## src/design/swfc_pkg.sv

```systemverilog
// Shared types, constants and the CRC-8 function for the sensor word frame checker.
package swfc_pkg;

   localparam logic [7:0] CRC_POLY = 8'h31;
   localparam logic [7:0] CRC_INIT = 8'hFF;

   localparam logic [14:0] TEMP_SCALE = 15'd17500;
   localparam logic [14:0] HUM_SCALE  = 15'd10000;
   localparam logic signed [16:0] TEMP_OFFSET = -17'sd4500;
   localparam logic [15:0] HUM_BAD_RAW = 16'hFFFF;

   localparam logic [1:0] IDX_CO2  = 2'd0;
   localparam logic [1:0] IDX_TEMP = 2'd1;
   localparam logic [1:0] IDX_HUM  = 2'd2;

   localparam logic [1:0] POS_HIGH = 2'd0;
   localparam logic [1:0] POS_LOW  = 2'd1;
   localparam logic [1:0] POS_CRC  = 2'd2;

   localparam logic REG_WORDS   = 1'b0;
   localparam logic REG_CONVERT = 1'b1;

   localparam logic [1:0] WORDS_RESET   = 2'd3;
   localparam logic       CONVERT_RESET = 1'b1;

   typedef struct packed {
      logic [15:0] raw;
      logic [1:0]  index;
      logic        convert;
      logic        crc_error;
   } scale_req_type;

   typedef struct packed {
      logic signed [16:0] scaled;
      logic               humidity_invalid;
   } scale_rsp_type;

   function automatic logic [7:0] crc_feed(input logic [7:0] crc, input logic [7:0] data);
      logic [7:0] c;
      c = crc ^ data;
      for (int k = 0; k < 8; k++) begin
         if (c[7]) begin
            c = {c[6:0], 1'b0} ^ CRC_POLY;
         end else begin
            c = {c[6:0], 1'b0};
         end
      end
      return c;
   endfunction

endpackage

```

## src/design/swfc_if.sv

```systemverilog
// Valid/ready channel interfaces for received bytes and checked words.
interface swfc_req_if;
   logic       valid;
   logic       ready;
   logic [7:0] rx_byte;
   logic       frame_start;

   modport source (output valid, output rx_byte, output frame_start, input ready);
   modport sink   (input valid, input rx_byte, input frame_start, output ready);
endinterface

interface swfc_rsp_if;
   logic               valid;
   logic               ready;
   logic [15:0]        word_value;
   logic [1:0]         word_index;
   logic signed [16:0] scaled_value;
   logic               crc_error;
   logic               humidity_invalid;
   logic               frame_last;

   modport source (output valid, output word_value, output word_index, output scaled_value,
                   output crc_error, output humidity_invalid, output frame_last,
                   input ready);
   modport sink   (input valid, input word_value, input word_index, input scaled_value,
                   input crc_error, input humidity_invalid, input frame_last,
                   output ready);
endinterface

```

## src/design/swfc_scale.sv

```systemverilog
// Fixed-point conversion of a checked word to ppm, centidegrees or centipercent.
module swfc_scale (
   input  swfc_pkg::scale_req_type req,
   output swfc_pkg::scale_rsp_type rsp
);

   logic [14:0] factor;
   logic [30:0] product;
   logic [14:0] frac;

   assign factor  = (req.index == swfc_pkg::IDX_TEMP) ? swfc_pkg::TEMP_SCALE
                                                      : swfc_pkg::HUM_SCALE;
   assign product = 31'(factor) * 31'(req.raw);
   assign frac    = product[30:16];

   always_comb begin
      rsp.scaled           = signed'({1'b0, req.raw});
      rsp.humidity_invalid = 1'b0;
      if (req.crc_error) begin
         rsp.scaled = '0;
      end else if (req.convert) begin
         case (req.index)
            swfc_pkg::IDX_TEMP: begin
               rsp.scaled = swfc_pkg::TEMP_OFFSET + signed'({2'b00, frac});
            end
            swfc_pkg::IDX_HUM: begin
               if (req.raw == swfc_pkg::HUM_BAD_RAW) begin
                  rsp.scaled           = '0;
                  rsp.humidity_invalid = 1'b1;
               end else begin
                  rsp.scaled = signed'({2'b00, frac});
               end
            end
            default: begin
               rsp.scaled = signed'({1'b0, req.raw});
            end
         endcase
      end
   end

endmodule

```

## src/design/sensor_word_frame_checker_top.sv

```systemverilog
// Top level of the sensor word frame checker: byte input, CRC-8 check, word output.
// Takes one received byte per cycle; every third byte of an open frame is a
// CRC-8 checksum (poly 0x31, init 0xFF) over the two bytes before it, and gives
// one word item once the checksum byte has passed through the input register and
// then the result register. The result register decouples the sides, so a new byte is
// accepted in every cycle unless a finished word is still waiting and the byte in
// the input register would produce the next one. A checksum mismatch closes the
// frame; bytes are then dropped until one arrives with frame_start set.
// Registers: 0x0 words_in_frame (1..3, 0 acts as 1), 0x4 convert_measurement.
module sensor_word_frame_checker_top (
   input  logic                clock,
   input  logic                reset,
   swfc_req_if.sink            req_if,
   swfc_rsp_if.source          rsp_if,
   input  logic                csr_psel,
   input  logic                csr_penable,
   input  logic                csr_pwrite,
   input  logic [2:0]          csr_paddr,
   input  logic [31:0]         csr_pwdata,
   output logic [31:0]         csr_prdata,
   output logic                csr_pready
);

   // configuration
   logic [1:0] words_ff, words_in;
   logic       convert_ff, convert_in;
   logic       csr_write;

   assign csr_pready = 1'b1;
   assign csr_write  = csr_psel && csr_penable && csr_pwrite;

   always_comb begin
      words_in   = words_ff;
      convert_in = convert_ff;
      if (csr_write) begin
         if (csr_paddr[2] == swfc_pkg::REG_WORDS) begin
            words_in = csr_pwdata[1:0];
         end else begin
            convert_in = csr_pwdata[0];
         end
      end
   end

   always_comb begin
      if (csr_paddr[2] == swfc_pkg::REG_WORDS) begin
         csr_prdata = {30'd0, words_ff};
      end else begin
         csr_prdata = {31'd0, convert_ff};
      end
   end

   // input register
   logic       s1_valid_ff, s1_valid_in;
   logic [7:0] s1_byte_ff, s1_byte_in;
   logic       s1_start_ff, s1_start_in;
   logic       s1_go;
   logic       req_fire;

   // frame state
   logic [7:0] crc_ff, crc_in;
   logic [1:0] pos_ff, pos_in;
   logic [1:0] wc_ff, wc_in;
   logic [7:0] hi_ff, hi_in;
   logic [7:0] lo_ff, lo_in;
   logic       closed_ff, closed_in;

   // result register
   logic               rsp_valid_ff, rsp_valid_in;
   logic [15:0]        rsp_word_ff, rsp_word_in;
   logic [1:0]         rsp_index_ff, rsp_index_in;
   logic signed [16:0] rsp_scaled_ff, rsp_scaled_in;
   logic               rsp_err_ff, rsp_err_in;
   logic               rsp_hum_ff, rsp_hum_in;
   logic               rsp_last_ff, rsp_last_in;

   // byte evaluation
   logic       live;
   logic [1:0] pos_eff;
   logic [7:0] crc_eff;
   logic [1:0] wc_eff;
   logic [7:0] crc_next;
   logic       makes_result;
   logic [15:0] raw;
   logic       err;
   logic [1:0] limit;
   logic       last;

   swfc_pkg::scale_req_type scale_req;
   swfc_pkg::scale_rsp_type scale_rsp;

   assign live     = s1_start_ff || !closed_ff;
   assign pos_eff  = s1_start_ff ? swfc_pkg::POS_HIGH : pos_ff;
   assign crc_eff  = s1_start_ff ? swfc_pkg::CRC_INIT : crc_ff;
   assign wc_eff   = s1_start_ff ? 2'd0 : wc_ff;
   assign crc_next = swfc_pkg::crc_feed(crc_eff, s1_byte_ff);
   assign makes_result = live && (pos_eff == swfc_pkg::POS_CRC);
   assign raw      = {hi_ff, lo_ff};
   assign err      = s1_byte_ff != crc_eff;
   assign limit    = (words_ff == 2'd0) ? 2'd1 : words_ff;
   assign last     = err || ((3'(wc_eff) + 3'd1) >= 3'(limit));

   assign s1_go    = s1_valid_ff && (!makes_result || !rsp_valid_ff || rsp_if.ready);
   assign req_if.ready = !s1_valid_ff || s1_go;
   assign req_fire = req_if.valid && req_if.ready;

   assign scale_req.raw       = raw;
   assign scale_req.index     = wc_eff;
   assign scale_req.convert   = convert_ff;
   assign scale_req.crc_error = err;

   swfc_scale u_scale (
      .req (scale_req),
      .rsp (scale_rsp)
   );

   always_comb begin
      s1_valid_in = s1_valid_ff;
      s1_byte_in  = s1_byte_ff;
      s1_start_in = s1_start_ff;
      if (req_fire) begin
         s1_valid_in = 1'b1;
         s1_byte_in  = req_if.rx_byte;
         s1_start_in = req_if.frame_start;
      end else if (s1_go) begin
         s1_valid_in = 1'b0;
      end
   end

   always_comb begin
      crc_in    = crc_ff;
      pos_in    = pos_ff;
      wc_in     = wc_ff;
      hi_in     = hi_ff;
      lo_in     = lo_ff;
      closed_in = closed_ff;
      if (s1_go && live) begin
         closed_in = 1'b0;
         wc_in     = wc_eff;
         case (pos_eff)
            swfc_pkg::POS_HIGH: begin
               hi_in  = s1_byte_ff;
               crc_in = crc_next;
               pos_in = swfc_pkg::POS_LOW;
            end
            swfc_pkg::POS_LOW: begin
               lo_in  = s1_byte_ff;
               crc_in = crc_next;
               pos_in = swfc_pkg::POS_CRC;
            end
            default: begin
               crc_in = swfc_pkg::CRC_INIT;
               pos_in = swfc_pkg::POS_HIGH;
               if (last) begin
                  closed_in = 1'b1;
               end else begin
                  wc_in = wc_eff + 2'd1;
               end
            end
         endcase
      end
   end

   always_comb begin
      rsp_valid_in  = rsp_valid_ff;
      rsp_word_in   = rsp_word_ff;
      rsp_index_in  = rsp_index_ff;
      rsp_scaled_in = rsp_scaled_ff;
      rsp_err_in    = rsp_err_ff;
      rsp_hum_in    = rsp_hum_ff;
      rsp_last_in   = rsp_last_ff;
      if (s1_go && makes_result) begin
         rsp_valid_in  = 1'b1;
         rsp_word_in   = raw;
         rsp_index_in  = wc_eff;
         rsp_scaled_in = scale_rsp.scaled;
         rsp_err_in    = err;
         rsp_hum_in    = scale_rsp.humidity_invalid;
         rsp_last_in   = last;
      end else if (rsp_if.ready) begin
         rsp_valid_in = 1'b0;
      end
   end

   always_ff @(posedge clock) begin
      if (reset) begin
         words_ff     <= swfc_pkg::WORDS_RESET;
         convert_ff   <= swfc_pkg::CONVERT_RESET;
         s1_valid_ff  <= 1'b0;
         crc_ff       <= swfc_pkg::CRC_INIT;
         pos_ff       <= swfc_pkg::POS_HIGH;
         wc_ff        <= 2'd0;
         hi_ff        <= 8'd0;
         lo_ff        <= 8'd0;
         closed_ff    <= 1'b1;
         rsp_valid_ff <= 1'b0;
      end else begin
         words_ff     <= words_in;
         convert_ff   <= convert_in;
         s1_valid_ff  <= s1_valid_in;
         crc_ff       <= crc_in;
         pos_ff       <= pos_in;
         wc_ff        <= wc_in;
         hi_ff        <= hi_in;
         lo_ff        <= lo_in;
         closed_ff    <= closed_in;
         rsp_valid_ff <= rsp_valid_in;
      end
   end

   always_ff @(posedge clock) begin
      s1_byte_ff    <= s1_byte_in;
      s1_start_ff   <= s1_start_in;
      rsp_word_ff   <= rsp_word_in;
      rsp_index_ff  <= rsp_index_in;
      rsp_scaled_ff <= rsp_scaled_in;
      rsp_err_ff    <= rsp_err_in;
      rsp_hum_ff    <= rsp_hum_in;
      rsp_last_ff   <= rsp_last_in;
   end

   assign rsp_if.valid            = rsp_valid_ff;
   assign rsp_if.word_value       = rsp_word_ff;
   assign rsp_if.word_index       = rsp_index_ff;
   assign rsp_if.scaled_value     = rsp_scaled_ff;
   assign rsp_if.crc_error        = rsp_err_ff;
   assign rsp_if.humidity_invalid = rsp_hum_ff;
   assign rsp_if.frame_last       = rsp_last_ff;

   // checks
   a_err_ends_frame : assert property (@(posedge clock) disable iff (reset)
      rsp_valid_ff && rsp_err_ff |-> rsp_last_ff)
      else $error("crc error item without frame_last");

   a_hum_flag : assert property (@(posedge clock) disable iff (reset)
      rsp_valid_ff && rsp_hum_ff |-> (rsp_index_ff == swfc_pkg::IDX_HUM) && (rsp_scaled_ff == 0))
      else $error("humidity_invalid on wrong item");

   a_last_closes : assert property (@(posedge clock) disable iff (reset)
      s1_go && makes_result && last |=> closed_ff)
      else $error("frame not closed after last word");

   a_pos_range : assert property (@(posedge clock) disable iff (reset)
      pos_ff != 2'd3)
      else $error("byte position out of range");

   a_index_range : assert property (@(posedge clock) disable iff (reset)
      rsp_valid_ff |-> rsp_index_ff != 2'd3)
      else $error("word index out of range");

endmodule
```

## src/flat_wrapper.sv

```systemverilog
// flat-port wrapper written by rule: the top's interface ports become plain ports
module sensor_word_frame_checker_top_flat 
  (clock, reset, csr_psel, csr_penable, csr_pwrite, csr_paddr, csr_pwdata, csr_prdata, csr_pready, req_if_valid, req_if_rx_byte, req_if_frame_start, req_if_ready, rsp_if_valid, rsp_if_word_value, rsp_if_word_index, rsp_if_scaled_value, rsp_if_crc_error, rsp_if_humidity_invalid, rsp_if_frame_last, rsp_if_ready);
  swfc_req_if req_if_i ();
  swfc_rsp_if rsp_if_i ();
  input  logic clock;
  input  logic reset;
  input  logic csr_psel;
  input  logic csr_penable;
  input  logic csr_pwrite;
  input  logic [2:0] csr_paddr;
  input  logic [31:0] csr_pwdata;
  output logic [31:0] csr_prdata;
  output logic csr_pready;
  input wire logic [$bits(req_if_i.valid)-1:0] req_if_valid;
  input wire logic [$bits(req_if_i.rx_byte)-1:0] req_if_rx_byte;
  input wire logic [$bits(req_if_i.frame_start)-1:0] req_if_frame_start;
  output wire logic [$bits(req_if_i.ready)-1:0] req_if_ready;
  output wire logic [$bits(rsp_if_i.valid)-1:0] rsp_if_valid;
  output wire logic [$bits(rsp_if_i.word_value)-1:0] rsp_if_word_value;
  output wire logic [$bits(rsp_if_i.word_index)-1:0] rsp_if_word_index;
  output wire logic [$bits(rsp_if_i.scaled_value)-1:0] rsp_if_scaled_value;
  output wire logic [$bits(rsp_if_i.crc_error)-1:0] rsp_if_crc_error;
  output wire logic [$bits(rsp_if_i.humidity_invalid)-1:0] rsp_if_humidity_invalid;
  output wire logic [$bits(rsp_if_i.frame_last)-1:0] rsp_if_frame_last;
  input wire logic [$bits(rsp_if_i.ready)-1:0] rsp_if_ready;
  assign req_if_i.valid = req_if_valid;
  assign req_if_i.rx_byte = req_if_rx_byte;
  assign req_if_i.frame_start = req_if_frame_start;
  assign req_if_ready = req_if_i.ready;
  assign rsp_if_valid = rsp_if_i.valid;
  assign rsp_if_word_value = rsp_if_i.word_value;
  assign rsp_if_word_index = rsp_if_i.word_index;
  assign rsp_if_scaled_value = rsp_if_i.scaled_value;
  assign rsp_if_crc_error = rsp_if_i.crc_error;
  assign rsp_if_humidity_invalid = rsp_if_i.humidity_invalid;
  assign rsp_if_frame_last = rsp_if_i.frame_last;
  assign rsp_if_i.ready = rsp_if_ready;
  sensor_word_frame_checker_top u_core (.clock(clock), .reset(reset), .req_if(req_if_i), .rsp_if(rsp_if_i), .csr_psel(csr_psel), .csr_penable(csr_penable), .csr_pwrite(csr_pwrite), .csr_paddr(csr_paddr), .csr_pwdata(csr_pwdata), .csr_prdata(csr_prdata), .csr_pready(csr_pready));
endmodule
```

## config.mk

```make
export PLATFORM = sky130hd
export DESIGN_NAME = sensor_word_frame_checker_top_flat
export DESIGN_NICKNAME = d
export VERILOG_FILES = /design/src/design/swfc_pkg.sv /design/src/design/swfc_if.sv /design/src/design/swfc_scale.sv /design/src/design/sensor_word_frame_checker_top.sv /design/src/flat_wrapper.sv
export SDC_FILE = /design/constraint.sdc
export NUM_CORES = 1
export LEC_CHECK = 0
export BUFFER_PORTS_ARGS = -buffer_cell sky130_fd_sc_hd__buf_2
export CORE_MARGIN = 5
export CORE_UTILIZATION = 55
export DETAILED_ROUTE_END_ITERATION = 12
export PLACE_DENSITY = 0.77
export SLEW_MARGIN = 20
export SYNTH_ARGS = -nofsm -noshare
export SYNTH_HDL_FRONTEND = slang
export SYNTH_SLANG_ARGS = --single-unit
export TNS_END_PERCENT = 30
```

## constraint.sdc

```tcl
create_clock -name clock -period 17.27 [get_ports clock]
set_input_delay 1.727 -clock clock [delete_from_list [all_inputs] [get_ports clock]]
set_output_delay 1.727 -clock clock [all_outputs]
set_load 0.005 [all_outputs]
```

After elaboration in Yosys (flattened, before gate mapping). Cells that the tools add are included.

Muxes and demuxes: 29. Reduce and logical (&&, ||, !) cells: 27. Equality and inequality tests: 6. Multiply operators: 1. Add/sub/neg operators: 3. Magnitude comparators: 1. Bitwise operators: 12.

Operators with widths (count): two-way mux 6 bit (8); one-hot mux 17 bit (2 select lines) (1); multiplier 15 x 16 -> 31 bit (1); two-way mux 15 bit (2); inverter 3 bit (8); adder 14 x 16 -> 17 bit, first input constant (1); two-way mux 17 bit (1); equality test 16 bit, second input constant (1); two-way mux 8 bit (2); two-way mux 2 bit (6); two-way mux 1 bit (8); != test 8 bit (1); AND reduction 2 bit (4); XOR 8 bit (1); logical AND 1 bit (7); logical OR 1 bit (5); equality test 2 x 1 -> 1 bit, second input constant (2); equality test 2 bit, second input constant (2); zero test 1 bit (4); zero test 2 bit (2); one-hot mux 2 bit (2 select lines) (1); nonzero test 2 bit (2); OR reduction 2 bit (2); adder 2 x 1 -> 3 bit, second input constant (1); 4 further kinds (6).

Logic and storage cells: 98. Register bits after elaboration: 81.

Logic depth before layout (Yosys ltp). Gate-level depths: netlist of run 1.

Depth in word-level cells: 19. Gate-level depth with buffers: 35.

Modules after synthesis. A second synthesis of run 1 with hierarchy kept.

Cell total of the unflattened synthesis: 941. Area, all modules: 9360.2 µm².

By module, submodules not included: swfc_scale (sequential area each 0.0 µm², cells each 639, area an instance 5709.2 µm², times used 1); sensor_word_frame_checker_top (sequential area each 2092.0 µm², cells each 302, area an instance 3651.0 µm², times used 1).

Least setup slack after synthesis of run 1. OpenSTA, ideal clock, no wires.

Kind: flip-flop to flip-flop. From: reg u_core.s1_start_ff. To: reg u_core.rsp_scaled_ff[14], in the netlist u_core.rsp_if.scaled_value[14], data pin. Clock period less this slack: 7.520 ns. Path buffers: 4. Arrival: 7.378 ns. Stages on the path, launching flop included: 32. Path slack: 9.750 ns. Setup time: 0.142 ns. Cell sequence: edfxtp_1 -> clkbuf_1 -> buf_1 -> inv_1 -> nand2_1 -> inv_1 -> ha_1 -> clkbuf_1 -> clkbuf_1 -> nand2b_1 -> inv_1 -> ha_1 -> fa_1 -> fa_1 -> fa_1 -> fa_1 -> ha_1 -> ha_1 -> a21oi_1 -> o21ai_0 -> nor2_1 -> a21oi_1 -> xor2_1 -> inv_1 -> ha_1 -> inv_1 -> a32oi_4 -> a2111oi_4 -> nor4_2 -> or2_1 -> a211o_1 -> a21oi_2.

RTL lines: start: declaration (line sensor_word_frame_checker_top.sv:55) `logic s1_start_ff, s1_start_in;`; start signal: assignment (line sensor_word_frame_checker_top.sv:212) `s1_start_ff <= s1_start_in;`; end signal: assignment (line sensor_word_frame_checker_top.sv:215) `rsp_scaled_ff <= rsp_scaled_in;`; end: declaration (line sensor_word_frame_checker_top.sv:71) `logic signed [16:0] rsp_scaled_ff, rsp_scaled_in;`.

==> results.yml, run 1 <==
drt:
  ant_nets: 0
  vias_per_cell: 5.44
  via_count: 6696
  route.met3.wl_mm: 1.12
  drt_iter0_markers: 494
  wl_met2_mm: 9.58
  wl_per_cell_um: 16.5
  first_pass_iters: 7
  drc: 0
  routed_wl_mm: 20.3
  wl_met1_mm: 9.05
  top_layer: "met4"
critical_path:
  ff2ff_path_depth: 32
  worstPathMaxFanout: 51
  crit_slowest_cell: "edfxtp_1"
  worst_ep_required_time_ns: 17.44
  critical_path_class: "register to register"
  reg2reg_from: "u_core.s1_start_ff"
  critPathMostFrequentCell: "inv_1"
  regToRegEndpoint: "u_core.rsp_if.scaled_value[14]"
  worst_setup_path_end_kind: "register"
  max_stage_delay_ns: 0.75
  worst-r2r-setup-slack_ns: 8.89
  startpoint_type: "register"
  arrival_ns: 8.54
floorplanning:
  fp.dieW_um: 138
  core_um2: 16400
  die_area_um2: 19200
  rows: 47
  die_y_um: 138
  ioPinCount: 124
  start_util_pct: 55.3
sta:
  tightest_slew_ns: 1.14
  min_period_over_period_pct: 48.5
  setup_viol: 0
  min_period_ns: 8.38
  rsz0062_at_grt: "no"
  fin_skew_ns: 0.00778
  finalMaxSlewViolations: 0
  hold_viol: 0
  max_freq_ghz: 0.119
  maxSlewHeadroom_pct: 23.8
  tns_ns: 0
  fin_hold_ws_ns: 0.468
cells_and_area:
  n_antenna_cell: 0
  fin_area_um2: 9870
  drive_gt1_share_pct: 10.7
  mostFrequentLayoutCell: "inv_1"
  num-fill-cells: 1388
  area_growth_syn_to_layout_pct: 8.65
  layout_common_cells: "inv_1, ha_1, fa_1, nand2_1"
  nets: 1271
clock_network:
  tritoncts: "done"
  postCtsResizedCells: 0
  cts_buffers: 9
  post-cts-setup-buffer-count: 0
  clk_pin_slew_ns: 0.06
  cts_sinks: 81
  htree_levels: 3
  hold_buffers: 0
  clockBufferDepth: 2
  insertion_delay_ns: 0.33
  cts_root_buf: "clkbuf_16"
placed_design:
  dp_hpwl_mm: 16.5
  portBuffers: 60
  gp_congestion: 0.962
  place_area_um2: 9560
yosys:
  synth_cell_type_count: 74
  synth_cells: 933
  ys_ff_latch: 81
  synth.top_cell.area_share_pct: 19.8
  ys_warn_count: 0
  synthArstFlopShare_pct: 0
  synth.area.top_cells: "fa_1, ha_1, edfxtp_1"
  synthFlopType: "edfxtp_1"
  synth_area_um2: 9080
  synth-edff-count: 47
  synth.avg_cell_area_um2: 9.73
  synth_seq_area_share_pct: 23.0
  synth_top_cell_by_area: "fa_1"
status:
  status: "finished, final reports clean"
worst_hold_path:
  whs_endpoint: "u_core.pos_ff[1]"
  hold_class: "register to register"
  holdPathStages: 2
  hp-start: "u_core.pos_ff[1]"
flow_run:
  cap_violations: 0
power:
  p_leak_nw: 5.14
  ir_worst_vdd_uv: 61.1
  power.density_nw_per_um2: 82.9
global_route:
  antenna_found_initial: 0
  grt_max_degree: 52
  grt_usage_pct: 21.5
  grt-ovfl-total: 0
  grt_pass1_wl_mm: 33.9
  grt_pass1_vias: 6650
## critical path, delay by kind of cell, from the launching register on
kind	cells	cell delay [ns]
fa+ha+maj	9	3.36
buf+inv	10	1.13
xor+xnor	1	0.37
flops	1	0.75
simple gates	5	0.95
compound gates	7	1.63
## layer usage
layer	vias to the layer above	global-route usage, %
li1	3210	-
met1	3221	30.5
met2	231	35.1
met3	34	3.31
met4	0	5.25
met5	-	0
## metrics by stage
stage / worst slack (ns) / cells / total power [W] / utilization [%]
final: 8.89 / 1232 / 0.000818 / 60.1
after global routing: 8.35 / 1232 / 0.000879 / 60.1
after CTS: 8.93 / 1232 / 0.000819 / 60.1
after detailed placement: 8.99 / 1216 / 0.000620 / 58.2
after global placement: 9.09 / 1216 / 0.000610 / 58.2
after floorplan: 9.75 / 991 / 0.000539 / -
## layout make-up
class                   instances  area [um^2]  area share [%]
flip-flops and latches         81         2090            21.2
well taps                     220          275            2.79
repair buffers                 63          323            3.27
clock buffers                  11          253            2.56
multi-input cells             722         6380            64.6
clock inverters                 5         57.6           0.583
inverters                     130          488            4.95
## where the power goes
part           internal (W)  switching (W)  total, W
Clock              0.000121      0.0000757  0.000196
Combinational      0.000157       0.000247  0.000404
Sequential         0.000208     0.00000977  0.000218
Total              0.000485       0.000333  0.000818
## cells in the mapped netlist, types with 9 or more instances
master	count
nor3_1	18
nand2b_1	22
nor2_1	60
ha_1	123
nand2_1	74
xnor2_1	24
inv_1	130
fa_1	90
buf_4	31
xor2_1	12
nand3_1	12
clkbuf_1	20
nor2b_1	10
and2_1	9
o21ai_0	16
a21oi_1	40
a21o_1	11
mux2i_1	20
dfxtp_1	34
o211ai_1	13
nand4_1	10
edfxtp_1	47
## kinds of logic (layout without fill, tap and decap cells)
logic type / after synthesis / in the layout / share of synthesized area [%]
and+or+nand+nor: 247 / 247 / 13.4
adders and majority gates: 213 / 213 / 36.8
buffers and inverters: 188 / 209 / 9.12
AOI/OAI and AO/OA: 143 / 143 / 11.4
DFF: 81 / 81 / 23.0
xor gates and xnor gates: 38 / 38 / 3.83
muxes: 21 / 21 / 2.33
other: 2 / 60 / 0.0827
## worst max path at each step
| stage | start | endpoint | slack (ns) | depth (start not counted) |
|---|---|---|---|---|
| 2_1_floorplan | u_core.s1_start_ff | u_core.rsp_if.scaled_value[14] | 9.75 | 31 |
| 3_3_place_gp | u_core.s1_start_ff | u_core.rsp_if.scaled_value[14] | 9.09 | 32 |
| 3_5_place_dp | u_core.s1_start_ff | u_core.rsp_if.scaled_value[14] | 8.99 | 32 |
| 4_1_cts | u_core.s1_start_ff | u_core.rsp_if.scaled_value[14] | 8.93 | 32 |
| 5_1_grt | u_core.s1_start_ff | u_core.rsp_if.scaled_value[14] | 8.35 | 27 |
| 6_report | u_core.s1_start_ff | u_core.rsp_if.scaled_value[14] | 8.89 | 32 |
## registers in the layout, summed over array words and instances (netlist names), 8 cells and up
name and flops:
u_core.crc_ff 8, u_core.hi_ff 8, u_core.rsp_if.scaled_value 17, u_core.rsp_if.word_value 16, u_core.lo_ff 8, u_core.s1_byte_ff 8
No activity file was read; power rests on OpenSTA's default activity.
==> run 2: changes to the inputs <==
--- a/config.mk
+++ b/config.mk
@@ -5,11 +5,12 @@
 export SDC_FILE = /design/constraint.sdc
 export NUM_CORES = 1
 export LEC_CHECK = 0
+export ABC_AREA = 1
 export BUFFER_PORTS_ARGS = -buffer_cell sky130_fd_sc_hd__buf_2
 export CORE_MARGIN = 5
-export CORE_UTILIZATION = 55
+export CORE_UTILIZATION = 54
 export DETAILED_ROUTE_END_ITERATION = 12
-export PLACE_DENSITY = 0.77
+export PLACE_DENSITY = 0.79
 export SLEW_MARGIN = 20
 export SYNTH_ARGS = -nofsm -noshare
 export SYNTH_HDL_FRONTEND = slang
==> constraint.sdc (replaced) <==
create_clock -name clock -period 7.5 [get_ports clock]
set_input_delay 0.75 -clock clock [delete_from_list [all_inputs] [get_ports clock]]
set_output_delay 0.75 -clock clock [all_outputs]
set_load 0.005 [all_outputs]
==> results.yml, run 2 <==
power:
  power.density_nw_per_um2: 216
  power_switching_w: 0.00101
  power_frac_comb_pct: 56.7
  swShare_pct: 46.9
  intPower_w: 0.00114
  total_power_w: 0.00215
  seqPwrFrac_pct: 23.0
  ir_worst_vdd_uv: 143
  p_leak_nw: 5.23
  clockPowerShare_pct: 20.2
clock_network:
  clk_pin_slew_ns: 0.07
  cts_sinks: 81
  insertion_delay_ns: 0.33
  tritoncts: "done"
  post-cts-setup-buffer-count: 0
  htree_levels: 3
  cts_root_buf: "clkbuf_16"
  postCtsResizedCells: 0
  clockBufferDepth: 2
  hold_buffers: 0
  cts_buffers: 9
yosys:
  synth.avg_cell_area_um2: 8.50
  synth.top_cell.area_share_pct: 19.7
  synth-edff-count: 47
  synth_top_cell_by_area: "fa_1"
  synthFlopType: "edfxtp_1"
  synth_area_um2: 9130
  synth_seq_area_share_pct: 22.9
  synth_cell_type_count: 44
  synth_common_cells: "inv_1, nand2_1, ha_1"
  ys_warn_count: 0
  post-synth-top-count-cell: "inv_1"
  synth_cells: 1074
  ys_ff_latch: 81
  synth.area.top_cells: "fa_1, ha_1, edfxtp_1"
  synthArstFlopShare_pct: 0
critical_path:
  max_stage_delay_ns: 0.65
  critical_path_class: "register to register"
  crit_slowest_cell: "edfxtp_1"
  cp_top_family: "adder cells"
  worstPathMaxFanout: 57
  worst_setup_path_end_kind: "register"
  critPathBufInv: 8
  arrival_ns: 7.05
  startpoint_type: "register"
  worst_ep_required_time_ns: 7.58
drt:
  drt_iter0_markers: 737
  via_count: 7273
  routed_wl_mm: 21.4
  first_pass_iters: 5
  wl_per_cell_um: 15.5
  ant_nets: 0
  vias_per_cell: 5.26
  drc: 0
floorplanning:
  fp.dieW_um: 140
  core_um2: 16600
  start_util_pct: 55.0
  ioPinCount: 124
  rows: 47
  die_y_um: 140
  die_area_um2: 19600
sta:
  tns_ns: 0
  maxSlewHeadroom_pct: 35.7
  fin_skew_ns: 0.00853
  finalMaxSlewViolations: 0
  hold_viol: 0
  max_freq_ghz: 0.144
  rsz0062_at_grt: "no"
  tightest_slew_ns: 0.965
  setup_viol: 0
  min_period_over_period_pct: 92.9
  min_period_ns: 6.97
global_route:
  grt_pass1_wl_mm: 35.6
  grt_pass1_vias: 7158
  grt_max_degree: 58
  grtUsageMet1_pct: 30.2
  grt_use_met3_pct: 4.81
  grt-ovfl-total: 0
  busiest_layer: "met2"
  grt_usage_pct: 22.4
  grt_util_met2_pct: 37.1
  antenna_found_initial: 0
placed_design:
  gp_congestion: 0.946
  portBuffers: 60
  dp_hpwl_mm: 18.1
cells_and_area:
  largest_register_ffs: 17
  layout_common_cells: "inv_1, nand2_1, ha_1, fa_1, nor2_1"
  mostFrequentLayoutCell: "inv_1"
  drive_gt1_share_pct: 9.88
  n_antenna_cell: 0
  nets: 1423
  area_growth_syn_to_layout_pct: 8.97
  num-fill-cells: 1430
status:
  status: "finished, final reports clean"
worst_hold_path:
  hold_class: "register to register"
flow_run:
  cap_violations: 0
-- run 2: cell count changes in the layout (fill, tap and decap cells not counted), sizes merged, moves of 8 or more --
| cell | previous run | this run |
|---|---|---|
| o21ai | 24 | 67 |
| nand2 | 74 | 176 |
| nor2b | 10 | 0 |
| nor2 | 60 | 88 |
| and2 | 9 | 1 |
| mux2i | 20 | 0 |
| xnor2 | 26 | 14 |
| a21oi | 43 | 73 |
| nand3 | 13 | 42 |
| inv | 134 | 204 |
| o211ai | 13 | 3 |
| nand2b | 22 | 0 |
| nor3 | 20 | 12 |
| a21o | 11 | 2 |
-- run 2: logic make-up (layout without fill, tap and decap cells) --
kind of cell / after synthesis / in the layout / synth area share, %
AOI/OAI and AO/OA: 159 / 159 / 9.31
DFF: 81 / 81 / 22.9
xor gates and xnor gates: 27 / 27 / 2.76
other: 2 / 60 / 0.0823
adders and majority gates: 213 / 213 / 36.6
and+or+nand+nor: 341 / 341 / 16.5
buffers and inverters: 251 / 283 / 11.8
-- run 2: metrics by stage --
stage,instances,hold WS (ns),setup WS [ns],utilization (%),area (um^2)
final,1384,0.479,0.535,60.0,9940
after global placement,1368,0.453,0.668,58.2,9650
after global routing,1384,0.517,0.149,60.0,9940
after CTS,1384,0.476,0.591,60.0,9940
after detailed placement,1368,0.462,0.602,58.2,9650
after floorplan,1132,0.438,0.615,-,9340
-- run 2: layout make-up --
| cell class | count | area (um^2) | share of cell area, % |
|---|---|---|---|
| multi-input combinational | 800 | 6180 | 62.1 |
| tap | 220 | 275 | 2.77 |
| inverter | 203 | 762 | 7.66 |
| clock buffer | 10 | 229 | 2.30 |
| sequential | 81 | 2090 | 21.0 |
| timing repair buffer | 64 | 343 | 3.45 |
| clock inverter | 6 | 67.6 | 0.679 |
-- run 2: worst reg2reg max path: cells and delay by family (launching register included) --
family                     cells  cell delay, ns
AOI/OAI and AO/OA              1            0.13
xor gates and xnor gates       1            0.27
adders and majority gates      9            3.37
buffers and inverters          8            0.79
DFF                            1            0.65
and+or+nand+nor               13            1.50
-- run 2: worst paths after layout --
| check | slack (ns) | startpoint | to | cells after the start |
|---|---|---|---|---|
| worst max register to register | 0.53 | u_core.s1_start_ff | u_core.rsp_if.scaled_value[12] | 32 |
| worst min-delay path | 0.48 | u_core.crc_ff[1] | u_core.crc_ff[1] | 2 |
| worst max-delay path | 0.53 | u_core.s1_start_ff | u_core.rsp_if.scaled_value[12] | 32 |
| worst min register to register | 0.48 | u_core.crc_ff[1] | u_core.crc_ff[1] | 2 |
-- run 2: routing by layer --
metal / wire (um) / up-vias
met1: 8870 / 3415
met3: 1740 / 36
met2: 10300 / 285
li1: - / 3537
met5: 0 / -
met4: 504 / 0
-- run 2: power groups by stage --
stage / logic, W / registers [W] / clock network, W
floorplan: 0.000951 / 0.000497 / 0
global placement: 0.00118 / 0.000504 / 0
detailed placement: 0.00121 / 0.000504 / 0
CTS: 0.00122 / 0.000495 / 0.000441
global route: 0.00139 / 0.000496 / 0.000467
finish: 0.00122 / 0.000496 / 0.000435
